**config.mk**
```make
export PLATFORM = sky130hd
export DESIGN_NAME = id3v2_frame_walker_unit
export DESIGN_NICKNAME = d
export VERILOG_FILES = /design/src/design/id3fw_pkg.sv /design/src/design/id3fw_walk.sv /design/src/design/id3fw_res_fifo.sv /design/src/design/id3v2_frame_walker_unit.sv
export SDC_FILE = /design/constraint.sdc
export NUM_CORES = 1
export LEC_CHECK = 0
export ABC_AREA = 1
export BUFFER_PORTS_ARGS = -buffer_cell sky130_fd_sc_hd__buf_2
export CORE_MARGIN = 8
export CORE_UTILIZATION = 55
export DETAILED_ROUTE_END_ITERATION = 7
export PLACE_DENSITY_LB_ADDON = 0.3
export REMOVE_ABC_BUFFERS = 1
export SLEW_MARGIN = 25
export SYNTH_ARGS = -nofsm -noshare
export SYNTH_HDL_FRONTEND = slang
export SYNTH_SLANG_ARGS = --single-unit
```
**constraint.sdc**
```tcl
create_clock -name aclk -period 6.2 [get_ports aclk]
set_clock_uncertainty 0.05 [all_clocks]
set_input_delay 1.24 -clock aclk [delete_from_list [all_inputs] [get_ports aclk]]
set_output_delay 1.24 -clock aclk [all_outputs]
set_load 0.03 [all_outputs]
```
**src/design/id3fw_pkg.sv**
```systemverilog
`timescale 1ns / 1ps
// ----------------------------------------------------------------------------
// id3fw_pkg
// Shared types, codes and constants of the ID3v2 frame walker.
// ----------------------------------------------------------------------------
package id3fw_pkg;

    // walk phases
    typedef enum logic [2:0] {
        PH_IDLE,
        PH_HDR,
        PH_EXTLEN,
        PH_EXTSKIP,
        PH_FRHDR,
        PH_BODY
    } phase_t;

    // result event codes
    typedef enum logic [1:0] {
        EV_FOUND = 2'd0,
        EV_BYTE  = 2'd1,
        EV_DONE  = 2'd2,
        EV_ERROR = 2'd3
    } event_t;

    // frame kind codes
    localparam logic [2:0] KIND_TLEN  = 3'd0;
    localparam logic [2:0] KIND_OTHER = 3'd6;
    localparam int         NUM_WANTED = 6;

    // wanted frame ids, in kind order: TLEN TPE1 TIT2 TALB TRCK TYER
    localparam logic [31:0] WANTED_IDS [NUM_WANTED] = '{
        32'h544C_454E, 32'h5450_4531, 32'h5449_5432,
        32'h5441_4C42, 32'h5452_434B, 32'h5459_4552
    };

    // header and flag constants
    localparam logic [7:0]  EXT_FLAG_MASK = 8'h40;
    localparam logic [7:0]  ENC_MASK      = 8'h06;
    localparam logic [7:0]  COMP_MASK     = 8'h08;
    localparam logic [27:0] PAD_BYTES     = 28'd10;
    localparam logic [27:0] FRAME_HDR_LEN = 28'd10;
    localparam logic [31:0] EXT_MIN_LEN   = 32'd4;

    // byte positions within the headers
    localparam logic [3:0] IDX_EXT_FLAG  = 4'd5;
    localparam logic [3:0] IDX_SIZE_0    = 4'd6;
    localparam logic [3:0] IDX_HDR_LAST  = 4'd9;
    localparam logic [3:0] IDX_EXT_LAST  = 4'd3;
    localparam logic [3:0] IDX_ID_END    = 4'd4;
    localparam logic [3:0] IDX_LEN_END   = 4'd8;
    localparam logic [3:0] IDX_FRH_LAST  = 4'd9;

    // result queue depth, as a power of two (at least 2)
    localparam int RES_FIFO_LOG2 = 2;

    // one result item
    typedef struct packed {
        event_t      event_res;
        logic [2:0]  frame_kind;
        logic [31:0] frame_length;
        logic        is_compressed;
        logic        is_encrypted;
        logic [7:0]  payload;
        logic        frame_end;
        logic        last;
    } res_t;

    // up to two results written into the queue in one cycle
    typedef struct packed {
        logic v0;
        logic v1;
        res_t r0;
        res_t r1;
    } res_push_t;

    // frame id to kind code
    function automatic logic [2:0] frame_kind_of(input logic [31:0] id);
        logic [2:0] k;
        k = KIND_OTHER;
        for (int i = NUM_WANTED - 1; i >= 0; i--) begin
            if (id == WANTED_IDS[i]) begin
                k = KIND_TLEN + 3'(i);
            end
        end
        return k;
    endfunction

endpackage

```
**src/design/id3fw_walk.sv**
```systemverilog
`timescale 1ns / 1ps
// ----------------------------------------------------------------------------
// id3fw_walk
// Per-byte tag walker: header, extended header, frame headers and bodies.
// Updates the walk state and produces up to two results for each byte.
// ----------------------------------------------------------------------------
module id3fw_walk (
    input  logic                  aclk,
    input  logic                  aresetn,
    input  logic                  in_fire,
    input  logic                  start_req,
    input  logic [7:0]            data_byte,
    output id3fw_pkg::res_push_t  push
);
    import id3fw_pkg::*;

    phase_t      phase_reg, phase_next;
    logic [3:0]  byte_index_reg, byte_index_next;
    logic        ext_flag_reg, ext_flag_next;
    logic [27:0] rem_reg, rem_next;
    logic [31:0] id_reg, id_next;
    logic [31:0] len_reg, len_next;
    logic [31:0] body_reg, body_next;
    logic [2:0]  kind_reg, kind_next;
    logic        pass_reg, pass_next;

    // state as seen by this byte: a start clears it first
    phase_t      ph_eff;
    logic [3:0]  idx_eff;
    logic        ext_eff;
    logic [27:0] rem_eff;
    logic [31:0] id_eff, len_eff, body_eff;
    logic [2:0]  kind_eff;
    logic        pass_eff;

    logic [31:0] len_shift, ext_len, body_dec;
    logic [27:0] rem_hdr, rem_ext, rem_less10, rem_after, chk_rem;
    logic        ext_short, frame_ovr, chk_done, comp, enc;
    logic [2:0]  kind_new;

    res_t        res_a, res_d;
    logic        a_v, d_v;

    // effective state and shared datapath terms
    always_comb begin
        ph_eff   = start_req ? PH_HDR : phase_reg;
        idx_eff  = start_req ? '0 : byte_index_reg;
        ext_eff  = start_req ? 1'b0 : ext_flag_reg;
        rem_eff  = start_req ? '0 : rem_reg;
        id_eff   = start_req ? '0 : id_reg;
        len_eff  = start_req ? '0 : len_reg;
        body_eff = start_req ? '0 : body_reg;
        kind_eff = start_req ? KIND_OTHER : kind_reg;
        pass_eff = start_req ? 1'b0 : pass_reg;

        len_shift  = {len_eff[23:0], data_byte};
        ext_len    = (len_shift < EXT_MIN_LEN) ? EXT_MIN_LEN : len_shift;
        ext_short  = {4'd0, rem_eff} < ext_len;
        rem_ext    = rem_eff - ext_len[27:0];
        rem_hdr    = {rem_eff[20:0], data_byte[6:0]};
        rem_less10 = rem_eff - FRAME_HDR_LEN;
        frame_ovr  = {4'd0, rem_less10} < len_eff;
        rem_after  = rem_less10 - len_eff[27:0];
        body_dec   = body_eff - {31'd0, (body_eff != '0)};
        kind_new   = frame_kind_of(id_eff);
        comp       = (data_byte & COMP_MASK) != '0;
        enc        = (data_byte & ENC_MASK) != '0;

        // tag bytes left when the end-of-tag check runs
        unique case (ph_eff)
            PH_HDR:    chk_rem = rem_hdr;
            PH_EXTLEN: chk_rem = rem_ext;
            PH_FRHDR:  chk_rem = rem_after;
            default:   chk_rem = rem_eff;
        endcase
        chk_done = chk_rem <= PAD_BYTES;
    end

    // next state
    always_comb begin
        phase_next      = phase_reg;
        byte_index_next = byte_index_reg;
        ext_flag_next   = ext_flag_reg;
        rem_next        = rem_reg;
        id_next         = id_reg;
        len_next        = len_reg;
        body_next       = body_reg;
        kind_next       = kind_reg;
        pass_next       = pass_reg;
        if (in_fire) begin
            phase_next      = ph_eff;
            byte_index_next = idx_eff;
            ext_flag_next   = ext_eff;
            rem_next        = rem_eff;
            id_next         = id_eff;
            len_next        = len_eff;
            body_next       = body_eff;
            kind_next       = kind_eff;
            pass_next       = pass_eff;
            unique case (ph_eff)
                PH_HDR: begin
                    if (idx_eff == IDX_EXT_FLAG) begin
                        ext_flag_next = (data_byte & EXT_FLAG_MASK) != '0;
                    end
                    if (idx_eff >= IDX_SIZE_0) begin
                        rem_next = rem_hdr;
                    end
                    if (idx_eff >= IDX_HDR_LAST) begin
                        if (ext_eff) begin
                            phase_next      = PH_EXTLEN;
                            byte_index_next = '0;
                            len_next        = '0;
                        end else begin
                            phase_next = chk_done ? PH_IDLE : PH_FRHDR;
                        end
                    end else begin
                        byte_index_next = idx_eff + 4'd1;
                    end
                end
                PH_EXTLEN: begin
                    len_next = len_shift;
                    if (idx_eff >= IDX_EXT_LAST) begin
                        if (ext_short) begin
                            phase_next = PH_IDLE;
                        end else begin
                            rem_next = rem_ext;
                            if (ext_len > EXT_MIN_LEN) begin
                                phase_next = PH_EXTSKIP;
                                body_next  = ext_len - EXT_MIN_LEN;
                            end else begin
                                phase_next = chk_done ? PH_IDLE : PH_FRHDR;
                            end
                        end
                    end else begin
                        byte_index_next = idx_eff + 4'd1;
                    end
                end
                PH_EXTSKIP: begin
                    body_next = body_dec;
                    if (body_dec == '0) begin
                        phase_next = chk_done ? PH_IDLE : PH_FRHDR;
                    end
                end
                PH_FRHDR: begin
                    if (idx_eff < IDX_ID_END) begin
                        id_next = {id_eff[23:0], data_byte};
                    end else if (idx_eff < IDX_LEN_END) begin
                        len_next = len_shift;
                    end
                    if (idx_eff >= IDX_FRH_LAST) begin
                        kind_next = kind_new;
                        rem_next  = rem_less10;
                        if (frame_ovr) begin
                            phase_next = PH_IDLE;
                        end else begin
                            rem_next  = rem_after;
                            pass_next = (kind_new != KIND_OTHER) && !comp && !enc;
                            if (len_eff == '0) begin
                                phase_next = chk_done ? PH_IDLE : PH_FRHDR;
                            end else begin
                                phase_next = PH_BODY;
                                body_next  = len_eff;
                            end
                        end
                    end else begin
                        byte_index_next = idx_eff + 4'd1;
                    end
                end
                PH_BODY: begin
                    body_next = body_dec;
                    if (body_dec == '0) begin
                        phase_next = chk_done ? PH_IDLE : PH_FRHDR;
                    end
                end
                default: begin
                end
            endcase
            // entering a frame header clears its collectors
            if (phase_next == PH_FRHDR && ph_eff != PH_FRHDR) begin
                byte_index_next = '0;
                id_next         = '0;
                len_next        = '0;
            end
            if (ph_eff == PH_FRHDR && idx_eff >= IDX_FRH_LAST && phase_next == PH_FRHDR) begin
                byte_index_next = '0;
                id_next         = '0;
                len_next        = '0;
            end
        end
    end

    // results for this byte
    always_comb begin
        res_a = '0;
        res_d = '0;
        a_v   = 1'b0;
        d_v   = 1'b0;
        res_a.frame_kind = KIND_OTHER;
        res_d.event_res  = EV_DONE;
        res_d.frame_kind = KIND_OTHER;
        if (in_fire) begin
            unique case (ph_eff)
                PH_HDR: begin
                    d_v = (idx_eff >= IDX_HDR_LAST) && !ext_eff && chk_done;
                end
                PH_EXTLEN: begin
                    if (idx_eff >= IDX_EXT_LAST) begin
                        if (ext_short) begin
                            a_v             = 1'b1;
                            res_a.event_res = EV_ERROR;
                        end else begin
                            d_v = (ext_len <= EXT_MIN_LEN) && chk_done;
                        end
                    end
                end
                PH_EXTSKIP: begin
                    d_v = (body_dec == '0) && chk_done;
                end
                PH_FRHDR: begin
                    if (idx_eff >= IDX_FRH_LAST) begin
                        a_v = 1'b1;
                        if (frame_ovr) begin
                            res_a.event_res = EV_ERROR;
                        end else begin
                            res_a.event_res     = EV_FOUND;
                            res_a.frame_kind    = kind_new;
                            res_a.frame_length  = len_eff;
                            res_a.is_compressed = comp;
                            res_a.is_encrypted  = enc;
                            d_v = (len_eff == '0) && chk_done;
                        end
                    end
                end
                PH_BODY: begin
                    a_v                = pass_eff;
                    res_a.event_res    = EV_BYTE;
                    res_a.frame_kind   = kind_eff;
                    res_a.frame_length = len_eff;
                    res_a.payload      = data_byte;
                    res_a.frame_end    = body_dec == '0;
                    d_v = (body_dec == '0) && chk_done;
                end
                default: begin
                end
            endcase
        end
        res_d.last = 1'b1;
        res_a.last = !d_v;
        push.v0 = a_v || d_v;
        push.v1 = a_v && d_v;
        push.r0 = a_v ? res_a : res_d;
        push.r1 = res_d;
    end

    // state registers
    always_ff @(posedge aclk) begin
        if (!aresetn) begin
            phase_reg      <= PH_IDLE;
            byte_index_reg <= '0;
            ext_flag_reg   <= 1'b0;
            rem_reg        <= '0;
            id_reg         <= '0;
            len_reg        <= '0;
            body_reg       <= '0;
            kind_reg       <= KIND_OTHER;
            pass_reg       <= 1'b0;
        end else begin
            phase_reg      <= phase_next;
            byte_index_reg <= byte_index_next;
            ext_flag_reg   <= ext_flag_next;
            rem_reg        <= rem_next;
            id_reg         <= id_next;
            len_reg        <= len_next;
            body_reg       <= body_next;
            kind_reg       <= kind_next;
            pass_reg       <= pass_next;
        end
    end

    // a second result is always the tag done that follows a frame or byte
    a_second_is_done: assert property (@(posedge aclk) disable iff (!aresetn)
        push.v1 |-> (push.v0 && push.r1.event_res == EV_DONE &&
                     push.r0.event_res != EV_ERROR))
        else $error("second result is not a done after found or byte");

    // an error ends the walk
    a_error_idles: assert property (@(posedge aclk) disable iff (!aresetn)
        (push.v0 && push.r0.event_res == EV_ERROR) |=> (phase_reg == PH_IDLE))
        else $error("walker did not go idle after an error");

    // bytes outside a tag without a start give nothing
    a_idle_silent: assert property (@(posedge aclk) disable iff (!aresetn)
        (in_fire && !start_req && phase_reg == PH_IDLE) |-> !push.v0)
        else $error("result produced while idle");

endmodule

```
**src/design/id3fw_res_fifo.sv**
```systemverilog
`timescale 1ns / 1ps
// ----------------------------------------------------------------------------
// id3fw_res_fifo
// Result queue: takes one or two results a cycle, hands out one a cycle while out_ready is high.
// ----------------------------------------------------------------------------
module id3fw_res_fifo #(
    parameter int DEPTH_LOG2 = id3fw_pkg::RES_FIFO_LOG2
) (
    input  logic                  aclk,
    input  logic                  aresetn,
    input  id3fw_pkg::res_push_t  push,
    output logic                  room_two,
    output logic                  out_valid,
    input  logic                  out_ready,
    output id3fw_pkg::res_t       out_res
);
    import id3fw_pkg::*;

    localparam int DEPTH = 1 << DEPTH_LOG2;

    res_t                  mem [DEPTH];
    logic [DEPTH_LOG2-1:0] wr_ptr_reg, wr_ptr_next;
    logic [DEPTH_LOG2-1:0] rd_ptr_reg, rd_ptr_next;
    logic [DEPTH_LOG2:0]   count_reg, count_next;
    logic                  pop;

    // pointer and occupancy update
    always_comb begin
        pop         = out_valid && out_ready;
        wr_ptr_next = wr_ptr_reg + DEPTH_LOG2'(push.v0) + DEPTH_LOG2'(push.v1);
        rd_ptr_next = rd_ptr_reg + DEPTH_LOG2'(pop);
        count_next  = count_reg + (DEPTH_LOG2 + 1)'(push.v0) + (DEPTH_LOG2 + 1)'(push.v1)
                      - (DEPTH_LOG2 + 1)'(pop);
    end

    assign room_two  = count_reg <= (DEPTH_LOG2 + 1)'(DEPTH - 2);
    assign out_valid = count_reg != '0;
    assign out_res   = mem[rd_ptr_reg];

    // storage
    always_ff @(posedge aclk) begin
        if (push.v0) begin
            mem[wr_ptr_reg] <= push.r0;
        end
        if (push.v1) begin
            mem[wr_ptr_reg + DEPTH_LOG2'(1)] <= push.r1;
        end
    end

    // control registers
    always_ff @(posedge aclk) begin
        if (!aresetn) begin
            wr_ptr_reg <= '0;
            rd_ptr_reg <= '0;
            count_reg  <= '0;
        end else begin
            wr_ptr_reg <= wr_ptr_next;
            rd_ptr_reg <= rd_ptr_next;
            count_reg  <= count_next;
        end
    end

    a_no_overflow: assert property (@(posedge aclk) disable iff (!aresetn)
        count_reg <= (DEPTH_LOG2 + 1)'(DEPTH))
        else $error("result queue overflow");

    a_push_has_room: assert property (@(posedge aclk) disable iff (!aresetn)
        push.v0 |-> room_two)
        else $error("results written without room for two");

    a_pop_only: assert property (@(posedge aclk) disable iff (!aresetn)
        (pop && !push.v0) |=> (count_reg == $past(count_reg) - 1'b1))
        else $error("occupancy wrong after a lone read");

endmodule

```
**src/design/id3v2_frame_walker_unit.sv**
```systemverilog
`timescale 1ns / 1ps
// Results of an accepted byte are stored in the result queue and offered from there.
// Throughput: one byte per cycle while the queue has room for two; a byte that gives
// two results (frame plus tag done) leaves through the single read port of the
// result queue one result at a time; the queue holds four results.
// Reset: aresetn synchronous, active low; walker idle, queue empty.
// ----------------------------------------------------------------------------
// id3v2_frame_walker_unit
// ID3v2 tag walker with stream ports: reports frames, passes wanted payload.
// ----------------------------------------------------------------------------
module id3v2_frame_walker_unit #(
    parameter int RES_FIFO_LOG2 = id3fw_pkg::RES_FIFO_LOG2
) (
    input  logic        aclk,
    input  logic        aresetn,
    input  logic        s_axis_tvalid,
    output logic        s_axis_tready,
    input  logic [7:0]  s_axis_tdata,   // [7:0] data_byte
    input  logic        s_axis_tuser,   // [0] start_req
    output logic        m_axis_tvalid,
    input  logic        m_axis_tready,
    output logic [47:0] m_axis_tdata,   // [31:0] frame_length, [32] is_compressed,
                                        // [33] is_encrypted, [41:34] payload,
                                        // [42] frame_end, [47:43] zero
    output logic [4:0]  m_axis_tuser,   // [1:0] event_res, [4:2] frame_kind
    output logic        m_axis_tlast    // last
);
    import id3fw_pkg::*;

    res_push_t push;
    res_t      out_res;
    logic      room_two;
    logic      in_fire;

    // input transaction
    assign s_axis_tready = room_two;
    assign in_fire       = s_axis_tvalid && s_axis_tready;

    id3fw_walk u_walk (
        .aclk      (aclk),
        .aresetn   (aresetn),
        .in_fire   (in_fire),
        .start_req (s_axis_tuser),
        .data_byte (s_axis_tdata),
        .push      (push)
    );

    id3fw_res_fifo #(
        .DEPTH_LOG2 (RES_FIFO_LOG2)
    ) u_res_fifo (
        .aclk      (aclk),
        .aresetn   (aresetn),
        .push      (push),
        .room_two  (room_two),
        .out_valid (m_axis_tvalid),
        .out_ready (m_axis_tready),
        .out_res   (out_res)
    );

    // result packing
    assign m_axis_tdata = {5'd0, out_res.frame_end, out_res.payload, out_res.is_encrypted,
                           out_res.is_compressed, out_res.frame_length};
    assign m_axis_tuser = {out_res.frame_kind, out_res.event_res};
    assign m_axis_tlast = out_res.last;

endmodule

```
==> impl_metrics.csv <==
group,metric,value,unit
run_status,status,"completed",
global_routing,met1_usage,48.12,%
detailed_routing,drt-total-wl,102200,µm
cts,cts_tree,"built",
setup_path,required,6610,ps
cells_and_area,fillers,4510,
synthesis,synth_seq_area_share,26.03,%
sta,timing.hold.ws,414.6,ps
cts,cts_inserted_buffers,40,
cts,clk_latency,570,ps
power_and_ir_drop,p_leak,14.59,nW
synthesis,yosysWarnings,0,
sta,drv_slew,0,
synthesis,synth_common_cells,"nand2_1 (914), nor2_1 (762), inv_1 (455)",
sta,period_share,95.38,%
detailed_routing,drt_iter0_markers,3896,
synthesis,synthDistinctLibCells,62,
sta,slew_headroom,36.95,%
detailed_routing,num_vias,31149,
synthesis,syn_avg_cell_area,5.982,µm²
floorplanning,die_w,233.7,µm
floorplanning,core_area,46650,µm²
floorplanning,start_util,55.89,%
cts,clockBufferDepth,3,
sta,hold_viol_final,0,
setup_path,startpoint,"s_axis_tuser",
global_routing,grt_max_degree,160,
sta,min_period,5913,ps
synthesis,yosys-top-cells-area,"dfxtp_1 (26%), nand2_1 (13%), nor2_1 (11%)",
global_routing,grt_remaining_overflow,0,
cells_and_area,regArea,6788,µm²
cts,cts.sinks,339,
placed_design,io_buffer_count,63,
detailed_routing,antenna_left,0,
sta,max_freq,169.1,MHz
setup_path,r2r-start,"u_walk.rem_reg[2]$_SDFFE_PN0P_",
floorplanning,die_h,233.7,µm
global_routing,grt_busiest_layer,"met2",
detailed_routing,post-route-drc-count,0,
power_and_ir_drop,ir_worst_vdd,291.2,µV
min_path,hold_path.class,"flop to flop",
synthesis,synth.most_common_cell,"nand2_1",
floorplanning,dieArea,54630,µm²
synthesis,syn_inst,4359,
placed_design,place_inst,5214,
cells_and_area,final_cells,5290,
global_routing,grt_pass1_vias,28486,
cells_and_area,layout-drive-gt1-share,15.38,%
detailed_routing,first_pass_iters,6,
cells_and_area,syn_to_final_growth,19.09,%
detailed_routing,vias_per_cell,5.888,
placed_design,place.gp.congestion,1.070,
setup_path,cp_slowest_stage_delay,410,ps
sta,tightest_slew,945.7,ps
global_routing,antenna_found_initial,4,
synthesis,ys.flop_type,"dfxtp_1",
cells_and_area,multiInputGateArea,16510,µm²
global_routing,grt_pass1_wl,158400,µm
cts,cts_root_buf,"clkbuf_16",
global_routing,grt_util_all_layers,36.27,%
synthesis,yosysTopAreaCell,"dfxtp_1",
setup_path,critPathKind,"primary input to flop",
global_routing,use_met2,56.67,%
synthesis,synth-seq-cells,339,
setup_path,crit_fanout,35,
synthesis,synth_edf_count,0,
synthesis,synth_top_area_share,26.03,%
cells_and_area,largest-register,"u_res_fifo.mem",
placed_design,post-place-ws,-358.3,ps
cts,clkSlewWorstSetupHoldPaths,60,ps
synthesis,syn-cell-area,26080,µm²
sta,finalWorstSetupSlack,286.5,ps
run,drv_cap,0,
cells_and_area,fin_util,66.56,%
global_routing,grt_util_met3,6.876,%
cells_and_area,layout.nets,4736,
power_and_ir_drop,power_density,341.1,nW/µm²
setup_path,critPathArrivalTime,6330,ps
setup_path,end_kind,"flop",
detailed_routing,routedWlPerCell,19.31,µm
min_path,hold_path_startpoint,"u_walk.rem_reg[21]$_SDFFE_PN0P_",
cells_and_area,largest_reg_flops,196,
setup_path,critPathLaunchType,"primary input",
sta,setup_viol,0,
setup_path,cp_slowest_cell,"buf_4",
floorplanning,boundaryPins,69,
synthesis,synthArstFlopShare,0,%
floorplanning,std_cell_rows,79,
placed_design,dp.final_hpwl,74870,µm
cts,htreeDepth,2,
-- stage by stage --
stage / instance area [µm²] / setup TNS (ps) / power, W
3_3_place_gp: 29440 / -328.7 / 0.007915
4_1_cts: 30840 / 0 / 0.01044
2_1_floorplan: 24930 / -207830 / 0.005891
6_report: 31050 / 0 / 0.01059
3_5_place_dp: 29440 / -598.3 / 0.007932
5_1_grt: 31050 / -11.07 / 0.01118
-- worst paths after layout --
check                                  endpoint  slack [ps]  cells after the start
min             u_walk.rem_reg[21]$_SDFFE_PN0P_         410                      2
max reg2reg  u_res_fifo.count_reg[1]$_SDFF_PN0_         730                     34
max          u_res_fifo.count_reg[1]$_SDFF_PN0_         290                     33
min reg2reg     u_walk.rem_reg[21]$_SDFFE_PN0P_         410                      2
-- per-layer routing --
layer / vias to the layer above / part of all wire (%) / routed length [µm]
li1: 14888 / - / -
met1: 14114 / 41 / 41650
met2: 1807 / 44 / 44640
met3: 336 / 11 / 11160
met4: 4 / 4.6 / 4702
met5: - / 0.030 / 31
-- critical path: cells and delay by family --
kind / cells / cell delay (ps)
xor+xnor: 1 / 160
fa+ha+maj: 5 / 1560
buf+inv: 9 / 1270
simple gates: 18 / 2050
-- layout make-up --
class / instances / share of cell area, %
timing repair buffer: 482 / 12.08
tap: 607 / 2.446
sequential: 339 / 21.86
multi-input combinational: 3299 / 53.17
clock inverter: 17 / 0.8260
inverter: 489 / 5.935
antenna: 2 / 0.01612
clock buffer: 55 / 3.667
-- repair_timing --
item	in CTS	in global routing
resized for setup	0	42
hold buffers	0	0
endpoints found under the setup margin	0	2
buffers inserted	0	2
-- where the power goes --
part | internal, W | switching, W | leakage (nW)
combinational | 0.00186 | 0.00359 | 11.2
sequential | 0.00244 | 0.000184 | 2.75
clock | 0.00150 | 0.00101 | 0.683
total | 0.00581 | 0.00479 | 14.6
-- placed cells by master (no fill, tap or decap), types with 68 or more instances in the layout --
master,netlist,layout
nor2_1,762,750
buf_4,6,397
xor2_1,74,68
nand2_1,914,908
o21ai_0,405,403
dfxtp_1,339,338
inv_1,455,453
nand3_1,216,214
nor3_1,80,77
a21oi_1,310,306
-- cells by family after synthesis --
| group | after synthesis | synth area share [%] |
|---|---|---|
| flip-flops | 339 | 26.03 |
| other | 1 | 0.01438 |
| AO/OA/AOI/OAI | 999 | 21.63 |
| AND/OR/NAND/NOR | 2143 | 34.53 |
| buffers and inverters | 725 | 11.52 |
| XOR/XNOR | 80 | 2.687 |
| adder cells (fa/ha/maj) | 72 | 3.599 |
(Power assumes the default switching activity.)
